<file path="config.mk">
export PLATFORM = sky130hd
export DESIGN_NAME = shift_xor_hash_base62_encoder_top_flat
export DESIGN_NICKNAME = d
export VERILOG_FILES = /design/src/hdl/sxhb62_pkg.sv /design/src/hdl/sxhb62_stream_if.sv /design/src/hdl/shift_xor_hash_base62_encoder_top.sv /design/src/flat_wrapper.sv
export VERILOG_INCLUDE_DIRS = /design/src /design/src/hdl
export SDC_FILE = /design/constraint.sdc
export NUM_CORES = 1
export LEC_CHECK = 0
export BUFFER_PORTS_ARGS = -buffer_cell sky130_fd_sc_hd__clkbuf_2
export CORE_MARGIN = 5
export CORE_UTILIZATION = 37
export DETAILED_ROUTE_END_ITERATION = 10
export PLACE_DENSITY_LB_ADDON = 0.15
export SLEW_MARGIN = 20
export SYNTH_ARGS = -nofsm -noshare
export SYNTH_HDL_FRONTEND = slang
export SYNTH_SLANG_ARGS = --single-unit
</file>
<file path="constraint.sdc">
create_clock -name i_clk -period 6.8 [get_ports i_clk]
set_input_delay 1.36 -clock i_clk [delete_from_list [all_inputs] [get_ports i_clk]]
set_output_delay 1.36 -clock i_clk [all_outputs]
set_load 0.01 [all_outputs]
</file>
<file path="src/hdl/shift_xor_hash_base62_encoder_top_macros.svh">
// ----------------------------------------------------------------------------
// Assertion macros for the shift-xor hash base-62 encoder.
// Each macro expands to one labeled concurrent assertion, clocked on the
// rising edge and disabled while reset is asserted.
// ----------------------------------------------------------------------------
`ifndef SHIFT_XOR_HASH_BASE62_ENCODER_TOP_MACROS_SVH
`define SHIFT_XOR_HASH_BASE62_ENCODER_TOP_MACROS_SVH

// The consequent must hold in the same cycle as the antecedent.
`define SXHB62_ASSERT_SAME(label, clk, rst_n, ante, cons, msg) \
    label: assert property (@(posedge clk) disable iff (!rst_n) (ante) |-> (cons)) \
        else $error(msg);

// The consequent must hold in the cycle after the antecedent.
`define SXHB62_ASSERT_NEXT(label, clk, rst_n, ante, cons, msg) \
    label: assert property (@(posedge clk) disable iff (!rst_n) (ante) |=> (cons)) \
        else $error(msg);

`endif

</file>
<file path="src/hdl/sxhb62_pkg.sv">
// ----------------------------------------------------------------------------
// sxhb62_pkg
// Types, constants and the digit-to-ASCII map of the shift-xor hash
// base-62 encoder.
// ----------------------------------------------------------------------------
`default_nettype none

package sxhb62_pkg;

    localparam int HASH_W     = 32;
    localparam int HASH_SHIFT = 5;
    localparam int BYTE_W     = 8;
    localparam int DIGIT_W    = 6;
    localparam int CHAR_W     = 7;
    localparam int DIGITS_MAX = 6;
    localparam int BASE       = 62;

    // The base is 2 * 31. This is 2^36 / 31 rounded up, which gives the exact
    // quotient by 31 for any dividend below 2^31.
    localparam logic [HASH_W-1:0] RECIP_HALF_BASE = 32'h8421_0843;
    localparam int                RECIP_SHIFT     = 36;

    localparam int IDX_W     = $clog2(DIGITS_MAX);
    localparam int NUM_W     = $clog2(DIGITS_MAX + 1);

    typedef struct packed {
        logic [BYTE_W-1:0] data_byte;
        logic              byte_valid;
        logic              end_of_string;
    } t_in_item;

    typedef struct packed {
        logic [CHAR_W-1:0] code_char;
        logic              last_char;
    } t_out_item;

    typedef enum logic [1:0] {
        ST_IDLE,
        ST_DIV,
        ST_EMIT
    } t_state;

    // Digits 0-9, then A-Z, then a-z.
    function automatic logic [CHAR_W-1:0] digit_to_char(input logic [DIGIT_W-1:0] d);
        logic [CHAR_W-1:0] dw;
        dw = {{(CHAR_W-DIGIT_W){1'b0}}, d};
        if (d < DIGIT_W'(10)) begin
            return dw + CHAR_W'(48);
        end else if (d < DIGIT_W'(36)) begin
            return dw + CHAR_W'(55);
        end else begin
            return dw + CHAR_W'(61);
        end
    endfunction

endpackage

`default_nettype wire

</file>
<file path="src/hdl/sxhb62_stream_if.sv">
// ----------------------------------------------------------------------------
// sxhb62_stream_if
// Valid/ready stream channel with a typed payload.
// ----------------------------------------------------------------------------
`default_nettype none

interface sxhb62_stream_if #(
    parameter type t_payload = logic
);
    logic     valid;
    logic     ready;
    t_payload payload;

    modport source (
        output valid,
        output payload,
        input  ready
    );

    modport sink (
        input  valid,
        input  payload,
        output ready
    );
endinterface

`default_nettype wire

</file>
<file path="src/hdl/shift_xor_hash_base62_encoder_top.sv">
// ----------------------------------------------------------------------------
// shift_xor_hash_base62_encoder_top
// Running shift-xor string hash with a base-62 short code on string end.
//
// i_in carries one string byte per request (data_byte, byte_valid,
// end_of_string). A request without end_of_string only updates the hash,
// so such requests stream at one per cycle while the encoder is idle.
// A request with end_of_string starts the encoder. One shared reciprocal
// multiplier divides by 62 and yields one digit per cycle; a hash gives
// 1 to 6 digits. The digits are then loaded into the output
// register most significant first, one per cycle unless the receiver stalls,
// with last_char set on the final one. i_in.ready stays low while the
// encoder divides and emits. If the receiver stalls, emission waits; the
// final character may still sit in the output register while the next
// string is already being hashed.
// Reset clears the hash, the sequencer and the output valid flag.
// ----------------------------------------------------------------------------
`default_nettype none

`include "shift_xor_hash_base62_encoder_top_macros.svh"

module shift_xor_hash_base62_encoder_top (
    input  wire logic      i_clk,
    input  wire logic      i_rst_n,
    sxhb62_stream_if.sink   i_in,
    sxhb62_stream_if.source o_out
);
    import sxhb62_pkg::*;

    t_state r_state, n_state;

    logic [HASH_W-1:0]    r_hash, n_hash;
    logic [HASH_W-1:0]    r_quot, n_quot;
    logic [NUM_W-1:0]     r_num_digits, n_num_digits;
    logic [IDX_W-1:0]     r_rd_idx, n_rd_idx;
    logic                 r_out_valid, n_out_valid;
    t_out_item            r_out, n_out;

    logic [DIGIT_W-1:0] r_digit_buf [DIGITS_MAX];

    logic [HASH_W-1:0]   hash_upd;
    logic [HASH_W-1:0]   byte_ext;
    logic [2*HASH_W-2:0] recip_prod;
    logic [HASH_W-1:0]   quot_next;
    logic [DIGIT_W-1:0]  rem_digit;
    logic                div_finish;
    logic                buf_we;
    logic                out_load;
    logic                in_fire;
    t_in_item            in_item;

    assign in_item = i_in.payload;
    assign in_fire = i_in.valid && i_in.ready;

    // Hash update: the byte is sign-extended before the xor.
    assign byte_ext = {{(HASH_W-BYTE_W){in_item.data_byte[BYTE_W-1]}}, in_item.data_byte};
    assign hash_upd = in_item.byte_valid
                    ? (r_hash << HASH_SHIFT) + (r_hash ^ byte_ext)
                    : r_hash;

    // A division by 62 is a division of the halved value by 31. The remainder
    // is below 64 and equals h + 2q modulo 64, so six bits of add suffice.
    assign recip_prod = r_quot[HASH_W-1:1] * RECIP_HALF_BASE;
    assign quot_next  = HASH_W'(recip_prod >> RECIP_SHIFT);
    assign rem_digit  = r_quot[DIGIT_W-1:0] + {quot_next[DIGIT_W-2:0], 1'b0};
    assign buf_we     = (r_state == ST_DIV);
    assign div_finish = buf_we
                     && ((quot_next == '0) || (r_num_digits == NUM_W'(DIGITS_MAX-1)));

    assign out_load = (r_state == ST_EMIT) && (!r_out_valid || o_out.ready);

    // Next state.
    always_comb begin
        n_state = r_state;
        unique case (r_state)
            ST_IDLE: begin
                if (in_fire && in_item.end_of_string) begin
                    n_state = ST_DIV;
                end
            end
            ST_DIV: begin
                if (div_finish) begin
                    n_state = ST_EMIT;
                end
            end
            ST_EMIT: begin
                if (out_load && (r_rd_idx == '0)) begin
                    n_state = ST_IDLE;
                end
            end
            default: n_state = ST_IDLE;
        endcase
    end

    // Datapath and outputs.
    always_comb begin
        n_hash       = r_hash;
        n_quot       = r_quot;
        n_num_digits = r_num_digits;
        n_rd_idx     = r_rd_idx;
        n_out        = r_out;
        n_out_valid  = r_out_valid && !o_out.ready;
        unique case (r_state)
            ST_IDLE: begin
                if (in_fire) begin
                    if (in_item.end_of_string) begin
                        n_hash       = '0;
                        n_quot       = hash_upd;
                        n_num_digits = '0;
                    end else begin
                        n_hash = hash_upd;
                    end
                end
            end
            ST_DIV: begin
                n_quot       = quot_next;
                n_num_digits = r_num_digits + NUM_W'(1);
                n_rd_idx     = r_num_digits[IDX_W-1:0];
            end
            ST_EMIT: begin
                if (out_load) begin
                    n_out_valid     = 1'b1;
                    n_out.code_char = digit_to_char(r_digit_buf[r_rd_idx]);
                    n_out.last_char = (r_rd_idx == '0);
                    n_rd_idx        = r_rd_idx - IDX_W'(1);
                end
            end
            default: begin
                n_out_valid = 1'b0;
            end
        endcase
    end

    always_ff @(posedge i_clk) begin
        if (!i_rst_n) begin
            r_state      <= ST_IDLE;
            r_hash       <= '0;
            r_num_digits <= '0;
            r_rd_idx     <= '0;
            r_out_valid  <= 1'b0;
        end else begin
            r_state      <= n_state;
            r_hash       <= n_hash;
            r_num_digits <= n_num_digits;
            r_rd_idx     <= n_rd_idx;
            r_out_valid  <= n_out_valid;
        end
    end

    always_ff @(posedge i_clk) begin
        r_quot <= n_quot;
        r_out  <= n_out;
        if (buf_we) begin
            r_digit_buf[r_num_digits[IDX_W-1:0]] <= rem_digit;
        end
    end

    assign i_in.ready    = (r_state == ST_IDLE);
    assign o_out.valid   = r_out_valid;
    assign o_out.payload = r_out;

    `SXHB62_ASSERT_SAME(a_digit_below_base, i_clk, i_rst_n, buf_we, rem_digit < DIGIT_W'(BASE), "division remainder reached the base")
    `SXHB62_ASSERT_SAME(a_digit_count, i_clk, i_rst_n, 1'b1, r_num_digits <= NUM_W'(DIGITS_MAX), "digit count beyond six")
    `SXHB62_ASSERT_NEXT(a_end_clears, i_clk, i_rst_n, in_fire && in_item.end_of_string, (r_hash == '0) && (r_state == ST_DIV), "end request did not clear hash and start division")

endmodule

`default_nettype wire

</file>
<file path="src/flat_wrapper.sv">
// flat-port wrapper written by rule: the top's interface ports become plain ports
module shift_xor_hash_base62_encoder_top_flat import sxhb62_pkg::*;
  (i_clk, i_rst_n, i_in_valid, i_in_payload, i_in_ready, o_out_valid, o_out_payload, o_out_ready);
  sxhb62_stream_if #(.t_payload(t_in_item)) i_in_i ();
  sxhb62_stream_if #(.t_payload(t_out_item)) o_out_i ();
  input  wire logic i_clk;
  input  wire logic i_rst_n;
  input wire logic [$bits(i_in_i.valid)-1:0] i_in_valid;
  input wire logic [$bits(i_in_i.payload)-1:0] i_in_payload;
  output wire logic [$bits(i_in_i.ready)-1:0] i_in_ready;
  output wire logic [$bits(o_out_i.valid)-1:0] o_out_valid;
  output wire logic [$bits(o_out_i.payload)-1:0] o_out_payload;
  input wire logic [$bits(o_out_i.ready)-1:0] o_out_ready;
  assign i_in_i.valid = i_in_valid;
  assign i_in_i.payload = i_in_payload;
  assign i_in_ready = i_in_i.ready;
  assign o_out_valid = o_out_i.valid;
  assign o_out_payload = o_out_i.payload;
  assign o_out_i.ready = o_out_ready;
  shift_xor_hash_base62_encoder_top u_core (.i_clk(i_clk), .i_rst_n(i_rst_n), .i_in(i_in_i), .o_out(o_out_i));
endmodule
</file>
==> run summary <==
worst clock skew -> 9.85 ps
TritonRoute pass-1 iters -> 5
Final period util -> 0.996
Post-synth EDFFs -> 76
Nets -> 2340
Worst path top cell family by delay -> adder cells
FP Rows -> 76
hold_buf cts -> 0
die height -> 218 microns
total CTS buffers -> 17
share of cells above drive strength 1 -> 0.221
CTS Buffer Depth -> 2
synth cell count leaders -> ha_1 (343), inv_1 (245), a21oi_1 (113), fa_1 (113), nand2_1 (98)
Final Critical Period -> 6770 ps
Crit Path Max Fanout -> 3
Crit-path slowest cell -> fa_1
Ys Warns -> 0
GRT Util Overall -> 0.196
CTS Sinks -> 120
Slew Limit Fails -> 0
max_cap viols -> 0
initial antenna violation count -> 1
TNS Setup -> 0 ps
Synth Register Bits -> 120
Worst Path Buf+Inv -> 6
Slew headroom -> 0.297
largest family of logic cells by synthesized area -> adder cells
filler cell count -> 4179
Final ANT Viol Nets -> 0
floorplan core area -> 43000 sq um
Worst path max stage delay -> 550 ps
top-count cell post-synth -> ha_1
Vias per Instance -> 5.19
RSZ-0062 raised after global routing -> yes
worst skew pair latency -> 420 ps
Post-Synth Simple-Gate Area -> 0.107
CTS tree -> done
RD Place Congestion -> 0.902
die area -> 47600 sq um
cell taking the most area after synthesis -> ha_1
Final Hold Vio Count -> 0
Gate Count Post-Synth -> 1681
clock slew at reported path FFs -> 60 ps
vias in the first global route -> 13300
cell repeated most along the worst path -> ha_4
worst hold path class -> register to register
number of vias in the routed layout -> 12800
Peak Freq -> 148 MHz
drt total wl -> 46.0 mm
Arrival @ worst endpoint -> 7140 ps
die width -> 218 microns
largest net degree at the start of global routing -> 49
measured slew at the worst slew-check pin -> 1050 ps
Synth Area in Adders -> 0.409
Mean Syn Cell Area -> 9.53 sq um
Netlist Area Pre-Place -> 16000 sq um
outcome -> completed
Initial DRC Count -> 671
mux cell area share after synthesis -> 0.0268
Seq/Total Area, Yosys -> 0.197
DPL Wire Length -> 38.1 mm
Port Buffers -> 23
CP Capture Type -> register
top cells by area, synth -> ha_1 (27%), edfxtp_1 (14%), fa_1 (14%), inv_1 (5.7%), dfxtp_1 (5.5%)
initial cell density of the core -> 0.373
total grt overflow -> 0
crit path kind -> register to register
Worst Path Required -> 7160 ps
drc violations -> 0
Synth Net Count -> 2151
CP startpoint kind -> register
Area Overhead vs Synth -> 23.2%
first-pass GRT wire length -> 73.0 mm
H-tree levels -> 4
Unique masters post-synth -> 81
Synth top area share -> 0.268
Core Util, Final -> 0.459
CTS root buf -> clkbuf_16
I/O pin count -> 24
# setup viols final -> 0
asr flop ratio synth -> 0
post-synthesis xor/xnor area fraction -> 0.0459
Main synth FF type -> edfxtp_1
Synth Area in Compound Gates -> 0.143
routed len/inst -> 18.6 microns
registers in the layout, indices dropped and copies added, names as in the netlist, named ones only:
name                  count
u_core.r_hash            32
u_core.o_out.valid        1
u_core.r_rd_idx           3
u_core.r_quot            32
u_core.o_out.payload      8
u_core.r_num_digits       3
u_core.r_digit_buf       36
u_core.r_state            2
placed cells by master (no fill, tap or decap), drive strengths merged, types with 22 or more instances in the layout:
master	Yosys	layout
mux2i	26	26
xor2	48	48
fa	113	113
a21o	38	38
inv	245	245
xnor2	36	36
nor2b	26	26
o21ai	79	79
dfxtp	44	44
edfxtp	76	76
buf	12	192
clkbuf	32	48
a21oi	113	113
ha	343	343
nand3	22	22
nand2	98	98
nor2	73	73
worst reg2reg max path: stages, from the launching register on:
cell	delay, ps
edfxtp_1	440
inv_2	100
ha_4	200
inv_1	60
ha_2	280
ha_4	170
fa_1	550
inv_2	40
fa_2	520
inv_2	40
fa_1	500
fa_1	460
ha_4	300
ha_4	200
a21oi_4	160
buf_6	120
o21bai_4	60
a21oi_4	180
o221ai_4	170
and2_4	210
or3b_4	400
a311o_1	390
a21oi_2	190
nor4bb_4	240
nand4b_1	150
nor4b_2	270
buf_4	190
a31o_1	140
area by class of cell:
cell class,instances,area [sq um],area share
multi-input combinational,1271,12800,0.646
sequential,120,3160,0.160
timing repair buffer,215,1590,0.0804
inverter,245,920,0.0466
tap,585,732,0.0371
clock buffer,25,505,0.0256
clock inverter,7,66.3,0.00336
antenna,2,5.00,0.000254
cells by family after synthesis:
group,after synthesis
fa+ha+maj,456
buf+inv,290
mux,35
compound gates,356
flops,120
simple gates,340
xor+xnor,84
worst paths after layout:
kind                           from                end  slack, ps  cells past startpoint
setup / recovery  u_core.r_quot[30]  u_core.r_state[1]         30                     27
hold / removal    u_core.r_hash[28]  u_core.r_hash[28]        510                      2
setup reg to reg  u_core.r_quot[30]  u_core.r_state[1]         30                     27
hold reg to reg   u_core.r_hash[28]  u_core.r_hash[28]        510                      2
what timing repair did:
item	in CTS	in global routing
setup endpoints to repair	25	22
gates cloned	0	0
gates resized for setup	133	55
setup buffers	25	5
pin swaps	94	23
metal layers:
| layer | vias to the layer above | global-route usage | share of wire |
|---|---|---|---|
| li1 | 6292 | - | - |
| met3 | 47 | 0.0227 | 0.033 |
| met2 | 168 | 0.329 | 0.48 |
| met4 | 0 | 0.0498 | 0.021 |
| met1 | 6317 | 0.269 | 0.46 |
| met5 | - | 0 | 0 |
through the flow:
step                hold WS [ps]  cells  area [sq um]  worst slack (ps)
floorplan                    474   1681         16000               289
global placement             492   2409         17900              -387
detailed placement           507   2409         17900              -505
CTS                          516   2465         19400              1.53
global route                 539   2468         19700              -196
finish                       514   2470         19700              27.4
Power is not shown: default switching activity piles up to over one toggle a cycle in this logic, so the estimate is an artifact.
